--- src/hdl/assert_macros.svh ---
// Assertion helpers for the 1-Wire slot timer.
`ifndef ASSERT_MACROS_SVH
`define ASSERT_MACROS_SVH

// Same-cycle implication, off while reset is active.
`define OWT_ASSERT_SAME(label, clk, rst_n, ante, cons) \
    label: assert property (@(posedge clk) disable iff (!rst_n) (ante) |-> (cons)) \
        else $error("owt assertion failed");

// Next-cycle implication, off while reset is active.
`define OWT_ASSERT_NEXT(label, clk, rst_n, ante, cons) \
    label: assert property (@(posedge clk) disable iff (!rst_n) (ante) |=> (cons)) \
        else $error("owt assertion failed");

`endif

--- src/hdl/owt_pkg.sv ---
`default_nettype none

package owt_pkg;

    localparam int REG_W         = 10;
    localparam int REG_COUNT     = 8;
    localparam int REG_SEL_W     = $clog2(REG_COUNT);
    localparam int CFG_IDX_W     = 8;
    localparam int COUNTER_BITS  = 10;
    localparam int BITS_PER_BYTE = 8;
    localparam int BIT_IDX_W     = $clog2(BITS_PER_BYTE);
    localparam int CMP_W         = (COUNTER_BITS > REG_W) ? COUNTER_BITS : REG_W;

    typedef logic [REG_W-1:0] t_cfg_word;
    typedef t_cfg_word [REG_COUNT-1:0] t_cfg_array;

    // Register indexes
    localparam logic [REG_SEL_W-1:0] REG_RESET_LOW     = 3'd0;
    localparam logic [REG_SEL_W-1:0] REG_PRESENCE_WAIT = 3'd1;
    localparam logic [REG_SEL_W-1:0] REG_RESET_TAIL    = 3'd2;
    localparam logic [REG_SEL_W-1:0] REG_SHORT_LOW     = 3'd3;
    localparam logic [REG_SEL_W-1:0] REG_LONG_LOW      = 3'd4;
    localparam logic [REG_SEL_W-1:0] REG_WRITE_ONE_TAIL  = 3'd5;
    localparam logic [REG_SEL_W-1:0] REG_WRITE_ZERO_TAIL = 3'd6;
    localparam logic [REG_SEL_W-1:0] REG_SAMPLE_WAIT   = 3'd7;

    localparam t_cfg_array CFG_RESET = '{
        10'd9,   // sample wait
        10'd10,  // write zero tail
        10'd64,  // write one tail
        10'd60,  // long low
        10'd6,   // short low
        10'd410, // reset tail
        10'd70,  // presence wait
        10'd480  // reset low
    };

    typedef enum logic [1:0] {
        MODE_TICK  = 2'd0,
        MODE_RESET = 2'd1,
        MODE_WRITE = 2'd2,
        MODE_READ  = 2'd3
    } t_mode;

    typedef struct packed {
        logic       drive_low;
        logic       busy;
        logic       done;
        logic       presence;
        logic [7:0] read_value;
    } t_owt_result;

    typedef struct packed {
        logic busy;
    } t_owt_status;

endpackage

`default_nettype wire

--- src/hdl/onewire_master_slot_timer_unit.sv ---
`default_nettype none
`include "assert_macros.svh"

// 1-Wire bus master paced by ticks. Every input transaction is one time tick
// carrying the sampled bus level and an optional command (reset with presence
// detect, byte write LSB first, byte read LSB first); every tick yields exactly
// one output transaction with drive_low, busy, a one-tick done pulse, the
// presence flag and the last byte read. Commands that arrive while an
// operation runs are ignored. The bus is only pulled low or released, never
// driven high. Throughput is one tick per clock cycle while the output side
// does not stall; a tick goes from the input register through the
// phase/counter logic into the output register. While a result waits, the
// input register takes one more tick and then holds it, so the input stalls
// until the result is taken.
// Timing registers 0..7 (reset low, presence wait, reset tail, short low,
// long low, write-one tail, write-zero tail, sample wait) are written through
// the config port, index out of range is dropped, and a value of zero runs as
// one tick; write them only while no transaction is in flight. A new value
// applies from the next tick on, also in the middle of an operation.
module onewire_master_slot_timer_unit (
    input  wire logic                          i_clk,
    input  wire logic                          i_rst_n,
    // Tick input
    input  wire logic                          i_in_valid,
    output      logic                          o_in_ready,
    input  wire logic [1:0]                    i_mode,
    input  wire logic [7:0]                    i_write_value,
    input  wire logic                          i_line_level,
    // Result output
    output      logic                          o_out_valid,
    input  wire logic                          i_out_ready,
    output      logic                          o_drive_low,
    output      logic                          o_busy_res,
    output      logic                          o_done_res,
    output      logic                          o_presence,
    output      logic [7:0]                    o_read_value,
    // Configuration writes
    input  wire logic                          i_cfg_valid,
    output      logic                          o_cfg_ready,
    input  wire logic [owt_pkg::CFG_IDX_W-1:0] i_cfg_index,
    input  wire logic [owt_pkg::REG_W-1:0]     i_cfg_data
);
    import owt_pkg::*;

    t_cfg_array  w_cfg;
    t_owt_result w_res;
    t_owt_status w_status;
    logic        w_adv;

    // Input register
    logic        r_in_valid;
    t_mode       r_mode;
    logic [7:0]  r_write_value;
    logic        r_line_level;

    // Output register
    logic        r_out_valid;
    logic        r_drive_low;
    logic        r_busy_res;
    logic        r_done_res;
    logic        r_presence;
    logic [7:0]  r_read_value;

    // Advance the held tick when the output slot is free or being drained.
    assign w_adv      = r_in_valid && (!r_out_valid || i_out_ready);
    assign o_in_ready = !r_in_valid || w_adv;

    owt_cfg_regs u_cfg (
        .i_clk       (i_clk),
        .i_rst_n     (i_rst_n),
        .i_cfg_valid (i_cfg_valid),
        .i_cfg_index (i_cfg_index),
        .i_cfg_data  (i_cfg_data),
        .o_cfg_ready (o_cfg_ready),
        .o_cfg       (w_cfg)
    );

    owt_core u_core (
        .i_clk         (i_clk),
        .i_rst_n       (i_rst_n),
        .i_adv         (w_adv),
        .i_mode        (r_mode),
        .i_write_value (r_write_value),
        .i_line_level  (r_line_level),
        .i_cfg         (w_cfg),
        .o_res         (w_res),
        .o_status      (w_status)
    );

    // Hold a tick until the core takes it.
    always_ff @(posedge i_clk) begin
        if (!i_rst_n) begin
            r_in_valid <= 1'b0;
        end else if (o_in_ready) begin
            r_in_valid <= i_in_valid;
        end
        if (i_in_valid && o_in_ready) begin
            r_mode        <= t_mode'(i_mode);
            r_write_value <= i_write_value;
            r_line_level  <= i_line_level;
        end
    end

    // Capture the result of each advanced tick.
    always_ff @(posedge i_clk) begin
        if (!i_rst_n) begin
            r_out_valid  <= 1'b0;
            r_read_value <= '0;
        end else if (w_adv) begin
            r_out_valid  <= 1'b1;
            r_read_value <= w_res.read_value;
        end else if (i_out_ready) begin
            r_out_valid  <= 1'b0;
        end
        if (w_adv) begin
            r_drive_low <= w_res.drive_low;
            r_busy_res  <= w_res.busy;
            r_done_res  <= w_res.done;
            r_presence  <= w_res.presence;
        end
    end

    assign o_out_valid  = r_out_valid;
    assign o_drive_low  = r_drive_low;
    assign o_busy_res   = r_busy_res;
    assign o_done_res   = r_done_res;
    assign o_presence   = r_presence;
    assign o_read_value = r_read_value;

    // A finishing tick leaves the sequencer idle.
    `OWT_ASSERT_NEXT(a_done_goes_idle, i_clk, i_rst_n, w_adv && w_res.done, !w_status.busy)
    // The read byte only moves on a finishing tick.
    `OWT_ASSERT_NEXT(a_read_value_hold, i_clk, i_rst_n, w_adv && !w_res.done,
        $stable(r_read_value))
    // A plain tick while idle starts nothing.
    `OWT_ASSERT_NEXT(a_idle_tick_stays_idle, i_clk, i_rst_n,
        w_adv && !w_status.busy && (r_mode == MODE_TICK), !w_status.busy)

endmodule

`default_nettype wire

--- src/hdl/owt_cfg_regs.sv ---
`default_nettype none

module owt_cfg_regs (
    input  wire logic                          i_clk,
    input  wire logic                          i_rst_n,
    input  wire logic                          i_cfg_valid,
    input  wire logic [owt_pkg::CFG_IDX_W-1:0] i_cfg_index,
    input  wire logic [owt_pkg::REG_W-1:0]     i_cfg_data,
    output      logic                          o_cfg_ready,
    output      owt_pkg::t_cfg_array           o_cfg
);
    import owt_pkg::*;

    t_cfg_array r_cfg;

    assign o_cfg_ready = 1'b1;
    assign o_cfg       = r_cfg;

    // Drop writes past the last register.
    always_ff @(posedge i_clk) begin
        if (!i_rst_n) begin
            r_cfg <= CFG_RESET;
        end else if (i_cfg_valid && (i_cfg_index < CFG_IDX_W'(REG_COUNT))) begin
            r_cfg[i_cfg_index[REG_SEL_W-1:0]] <= i_cfg_data;
        end
    end

endmodule

`default_nettype wire

--- src/hdl/owt_core.sv ---
`default_nettype none

module owt_core (
    input  wire logic                   i_clk,
    input  wire logic                   i_rst_n,
    input  wire logic                   i_adv,
    input  wire owt_pkg::t_mode         i_mode,
    input  wire logic [7:0]             i_write_value,
    input  wire logic                   i_line_level,
    input  wire owt_pkg::t_cfg_array    i_cfg,
    output owt_pkg::t_owt_result        o_res,
    output owt_pkg::t_owt_status        o_status
);
    import owt_pkg::*;

    typedef enum logic [3:0] {
        PH_IDLE,
        PH_RST_LOW,
        PH_RST_WAIT,
        PH_RST_TAIL,
        PH_W_LOW,
        PH_W_TAIL,
        PH_R_LOW,
        PH_R_WAIT,
        PH_R_REC
    } t_phase;

    t_phase                  r_phase, n_phase;
    logic [COUNTER_BITS-1:0] r_tick, n_tick;
    logic [BIT_IDX_W-1:0]    r_bit, n_bit;
    logic [7:0]              r_shift, n_shift;
    logic                    r_pres, n_pres;
    logic [7:0]              r_last, n_last;

    t_phase                  w_phase;
    logic [COUNTER_BITS-1:0] w_tick, w_tick_inc;
    logic [BIT_IDX_W-1:0]    w_bit;
    logic [7:0]              w_shift;
    logic                    w_cur;
    t_cfg_word               w_len_raw, w_len;
    logic                    w_expire, w_last_bit, w_done;

    always_comb begin
        // Start a new operation in the tick its command arrives.
        w_phase = r_phase;
        w_tick  = r_tick;
        w_bit   = r_bit;
        w_shift = r_shift;
        if (r_phase == PH_IDLE && i_mode != MODE_TICK) begin
            w_tick = '0;
            w_bit  = '0;
            case (i_mode)
                MODE_RESET: w_phase = PH_RST_LOW;
                MODE_WRITE: begin
                    w_shift = i_write_value;
                    w_phase = PH_W_LOW;
                end
                default: begin
                    w_shift = '0;
                    w_phase = PH_R_LOW;
                end
            endcase
        end

        w_cur = w_shift[w_bit];
        case (w_phase)
            PH_RST_LOW:  w_len_raw = i_cfg[REG_RESET_LOW];
            PH_RST_WAIT: w_len_raw = i_cfg[REG_PRESENCE_WAIT];
            PH_RST_TAIL: w_len_raw = i_cfg[REG_RESET_TAIL];
            PH_W_LOW:    w_len_raw = w_cur ? i_cfg[REG_SHORT_LOW] : i_cfg[REG_LONG_LOW];
            PH_W_TAIL:   w_len_raw = w_cur ? i_cfg[REG_WRITE_ONE_TAIL]
                                           : i_cfg[REG_WRITE_ZERO_TAIL];
            PH_R_LOW:    w_len_raw = i_cfg[REG_SHORT_LOW];
            PH_R_WAIT:   w_len_raw = i_cfg[REG_SAMPLE_WAIT];
            PH_R_REC:    w_len_raw = i_cfg[REG_LONG_LOW];
            default:     w_len_raw = '0;
        endcase
        // A zero length runs as one tick.
        w_len = (w_len_raw == '0) ? REG_W'(1) : w_len_raw;

        w_tick_inc = w_tick + COUNTER_BITS'(1);
        w_expire   = CMP_W'(w_tick_inc) >= CMP_W'(w_len);
        w_last_bit = w_bit == BIT_IDX_W'(BITS_PER_BYTE - 1);

        n_phase = w_phase;
        n_tick  = w_tick;
        n_bit   = w_bit;
        n_shift = w_shift;
        n_pres  = r_pres;
        n_last  = r_last;
        w_done  = 1'b0;

        if (w_phase != PH_IDLE) begin
            n_tick = w_expire ? '0 : w_tick_inc;
            if (w_expire) begin
                case (w_phase)
                    PH_RST_LOW:  n_phase = PH_RST_WAIT;
                    PH_RST_WAIT: begin
                        n_pres  = ~i_line_level;
                        n_phase = PH_RST_TAIL;
                    end
                    PH_RST_TAIL: begin
                        n_phase = PH_IDLE;
                        w_done  = 1'b1;
                    end
                    PH_W_LOW:    n_phase = PH_W_TAIL;
                    PH_W_TAIL: begin
                        if (w_last_bit) begin
                            n_phase = PH_IDLE;
                            w_done  = 1'b1;
                        end else begin
                            n_bit   = w_bit + BIT_IDX_W'(1);
                            n_phase = PH_W_LOW;
                        end
                    end
                    PH_R_LOW:    n_phase = PH_R_WAIT;
                    PH_R_WAIT: begin
                        if (i_line_level) begin
                            n_shift[w_bit] = 1'b1;
                        end
                        n_phase = PH_R_REC;
                    end
                    PH_R_REC: begin
                        if (w_last_bit) begin
                            n_phase = PH_IDLE;
                            n_last  = w_shift;
                            w_done  = 1'b1;
                        end else begin
                            n_bit   = w_bit + BIT_IDX_W'(1);
                            n_phase = PH_R_LOW;
                        end
                    end
                    default:     n_phase = PH_IDLE;
                endcase
            end
        end

        o_res.drive_low  = (w_phase == PH_RST_LOW) || (w_phase == PH_W_LOW) ||
                           (w_phase == PH_R_LOW);
        o_res.busy       = w_phase != PH_IDLE;
        o_res.done       = w_done;
        o_res.presence   = n_pres;
        o_res.read_value = n_last;
    end

    assign o_status.busy = r_phase != PH_IDLE;

    always_ff @(posedge i_clk) begin
        if (!i_rst_n) begin
            r_phase <= PH_IDLE;
            r_tick  <= '0;
            r_bit   <= '0;
            r_shift <= '0;
            r_pres  <= 1'b0;
            r_last  <= '0;
        end else if (i_adv) begin
            r_phase <= n_phase;
            r_tick  <= n_tick;
            r_bit   <= n_bit;
            r_shift <= n_shift;
            r_pres  <= n_pres;
            r_last  <= n_last;
        end
    end

endmodule

`default_nettype wire
--- config.mk ---
export PLATFORM = sky130hd
export DESIGN_NAME = onewire_master_slot_timer_unit
export DESIGN_NICKNAME = d
export VERILOG_FILES = /design/src/hdl/owt_pkg.sv /design/src/hdl/onewire_master_slot_timer_unit.sv /design/src/hdl/owt_cfg_regs.sv /design/src/hdl/owt_core.sv
export VERILOG_INCLUDE_DIRS = /design/src /design/src/hdl
export SDC_FILE = /design/constraint.sdc
export NUM_CORES = 1
export LEC_CHECK = 0
export BUFFER_PORTS_ARGS = -buffer_cell sky130_fd_sc_hd__buf_2
export CELL_PAD_IN_SITES_DETAIL_PLACEMENT = 0
export CELL_PAD_IN_SITES_GLOBAL_PLACEMENT = 2
export CORE_MARGIN = 10
export CORE_UTILIZATION = 35
export DETAILED_ROUTE_END_ITERATION = 12
export MAX_ROUTING_LAYER = met4
export PLACE_DENSITY_LB_ADDON = 0.1
export SYNTH_ARGS = -nofsm -noshare
export SYNTH_HDL_FRONTEND = slang
export SYNTH_HIERARCHICAL = 1
export SYNTH_SLANG_ARGS = --single-unit
--- constraint.sdc ---
create_clock -name i_clk -period 5.3 [get_ports i_clk]
set_input_delay 1.06 -clock i_clk [delete_from_list [all_inputs] [get_ports i_clk]]
set_output_delay 1.06 -clock i_clk [all_outputs]
set_load 0.005 [all_outputs]
==> results.yml <==
detailed_routing:
  wl_per_cell_um: 19.8
  ant_nets: 0
  vias_per_cell: 5.50
  drt_first_pass_iters: 5
  routed_wl_mm: 23.1
  drc: 0
  vias: 6435
  drt_iter0_markers: 504
critical_path:
  max_stage_delay_ns: 0.57
  cp-start-kind: "flip-flop"
  arrival_ns: 5.43
  reg2regPathDepth: 22
  required_ns: 5.65
  crit_family: "simple AND/OR/NAND/NOR gates"
  cp_num_buf_inv: 3
  cp_max_fo: 14
  crit_path_top_delay_cell: "or4_4"
  end_kind: "flip-flop"
  critPathKind: "flip-flop to flip-flop"
  path_depth: 22
  path_cells: "or4_4 > nor3_4 > a221o_1 > a32oi_4 > a21oi_4 > buf_4 > buf_4 > mux2_2 > a22oi_1 > and3_1 > o31ai_2 > ha_1 > nand2b_1 > a21o_1 > a21o_1 > a21o_1 > a21oi_2 > o21a_1 > or3_1 > buf_4 > or2_2 > a21boi_0"
timing:
  period_share_pct: 95.9
  hold_viol_final: 0
  fin_crit_ns: 5.08
  worst_pin_slew_ns: 1.27
  fin_skew_ns: 0.00892
  setup_ws_ns: 0.217
  relSlewSlack_pct: 14.7
  maxSlewViolCount: 0
  max_freq_mhz: 197
  setup_violations: 0
  tns_ns: 0
place:
  gp_congestion: 0.858
  dp_hpwl_mm: 17.1
  place_ws_ns: -0.0514
  place_area_mm2: 0.00817
  io_buffers: 47
  dp_cells: 1135
yosys:
  ys_types: 76
  synth_compound_area_share_pct: 15.2
  ys_seq_area_share_pct: 39.3
  synth_area_leaders: "dfxtp_1, mux2i_1, nand2_1"
  synth-simple-area-share_pct: 21.4
  synth-xor-area-share_pct: 0.704
  synth-seq-cells: 139
  synthMuxAreaShare_pct: 16.7
  syn_area_per_cell_um2: 9.10
  postSynthCellCount: 821
  synthArstFlopShare_pct: 0
  synth_top_area_share_pct: 33.2
  synth_common_cells: "nand2_1, dfxtp_1, mux2i_1, nor2b_1, nor2_1"
  synth-edff-count: 15
  yosysWarnings: 6
  synth_nets: 871
  netlist_area_mm2: 0.00747
  synth_top_family_by_area: "simple AND/OR/NAND/NOR gates"
  synth_flop_cell: "dfxtp_1"
  synthAdderAreaFrac_pct: 2.68
  synth.most_common_cell: "nand2_1"
  yosys.area.top_type: "dfxtp_1"
layout:
  final_net_count: 933
  layout.cells.non_filler: 1171
  fillers: 2056
  fin_area_mm2: 0.00894
  synthToLayoutAreaGrowth_pct: 19.7
  drive_above_1_share_pct: 19.9
  multi_input_area_mm2: 0.00437
  utilization_pct: 42.5
  seqCellArea_mm2: 0.00293
  diodes: 0
clock_tree:
  cts_tree: "done"
  htreeDepth: 4
  clock_sinks: 139
  ctsHoldBuffers: 0
  cts_buffers: 17
  clkLatencyLatePin_ns: 0.43
  root_buffer: "clkbuf_16"
  clock_path_buffers: 2
  clk_pin_slew_ns: 0.06
floorplan:
  placementRows: 53
  chipHeight_um: 166
  num_io_pins: 49
  core_mm2: 0.0210
  initial_core_util_pct: 35.5
  design.die.area_mm2: 0.0276
  die_x_um: 166
global_routing:
  antenna_found_initial: 0
  grt_pass1_wl_mm: 36.3
  grt_max_degree: 69
  track_usage_pct: 16.8
  grt_remaining_overflow: 0
  grt_pass1_vias: 6337
pwr:
  vdd_ir_drop_max_mv: 0.177
  p_per_area_mw_per_mm2: 324
  power.leakage_nw: 3.55
status:
  outcome: "completed"
hold_path:
  hp-class: "flip-flop to flip-flop"
  hold_depth: 2
run:
  cap_violations: 0
## routing by layer
metal	routed length, um	part of all wire (%)	track usage (%)
met1	10600	46	20.4
met2	11200	48	27.4
met3	871	3.8	3.05
met4	445	1.9	5.70
met5	0	0	-
## power breakdown
group / switching, mW / total, mW / internal [mW]
clock network: 0.492 / 1.28 / 0.783
registers: 0.0127 / 1.09 / 1.08
logic: 0.311 / 0.527 / 0.216
## what timing repair did
item / in CTS / in global routing
pin swaps: 1 / 3
setup buffers: 1 / 3
resized for setup: 4 / 18
setup endpoints to repair: 19 / 44
## logic make-up after synthesis
kind of cell	count (synthesis)
fa+ha+maj	16
buf+inv	62
mux	123
compound gates	152
xor+xnor	6
other cells	1
simple gates	322
flops	139
## cells in the final DEF (no fill, tap or decap), types with 3 or more instances in the layout
master     netlist  routed
nand2_1        144     144
dfxtp_1        124     124
mux2i_1        114     114
nor2b_1         51      50
buf_2           10      46
buf_4            3      46
nor2_1          38      38
a21oi_1         29      26
a22oi_1         24      24
clkbuf_16        0      19
o21ai_0         18      18
edfxtp_1        15      15
ha_1            16      15
nand3_1         10      10
inv_1            9       9
a32oi_1          9       9
or3_1            8       8
and3_1           7       7
mux2_2           7       7
nand4_1          7       7
or2_2            7       7
a21boi_0         8       7
o22ai_1          6       6
o211ai_1         6       6
a222oi_1         6       6
and2_1           7       5
nor3_1          10       5
nor3_2           1       5
a31oi_1          5       5
a221o_1          5       5
xor2_1           5       5
o21a_1           4       4
inv_6            0       4
nand2b_1         4       4
a21o_1           4       4
or4_1            3       3
and2_0           3       3
a22o_1           3       3
## registers in the layout, summed over array words and instances, names as in the netlist, 2 cells and up
signal / count
u_core/r_last: 8
u_core/r_shift: 8
u_core/r_bit: 3
u_core/r_tick: 10
o_read_value: 8
r_mode: 2
u_cfg/o_cfg: 80
r_write_value: 8
u_core/r_phase: 4
## worst register-to-register path, delay by kind of cell, from the launching register on
| family | cells | cell delay, ns |
|---|---|---|
| compound gates | 11 | 1.69 |
| flops | 1 | 0.37 |
| fa+ha+maj | 1 | 0.27 |
| mux | 1 | 0.34 |
| simple gates | 6 | 1.85 |
| buf+inv | 3 | 0.49 |
## layout make-up
class                           instances  area share [%]
Timing Repair Buffer                   95            7.01
Tap cell                              275            3.85
Multi-Input combinational cell        620            48.9
Sequential cell                       139            32.8
Inverter                               10           0.420
Clock buffer                           23            5.71
Clock inverter                          9            1.33
## final timing paths
check | end | from | slack (ns)
worst max-delay path | u_core/r_last[0] | u_core/r_phase[0] | 0.22
worst max register to register | u_core/r_last[0] | u_core/r_phase[0] | 0.22
worst min register to register | o_read_value[5] | o_read_value[5] | 0.46
worst min-delay path | o_read_value[5] | o_read_value[5] | 0.46
## through the flow
stage / hold WS (ns) / total power, mW
after CTS: 0.459 / 2.90
after global placement: 0.440 / 1.61
after detailed placement: 0.446 / 1.61
final: 0.456 / 2.90
after floorplan: 0.431 / 1.41
after global routing: 0.475 / 3.01
No activity file was read; power rests on OpenSTA's default activity.
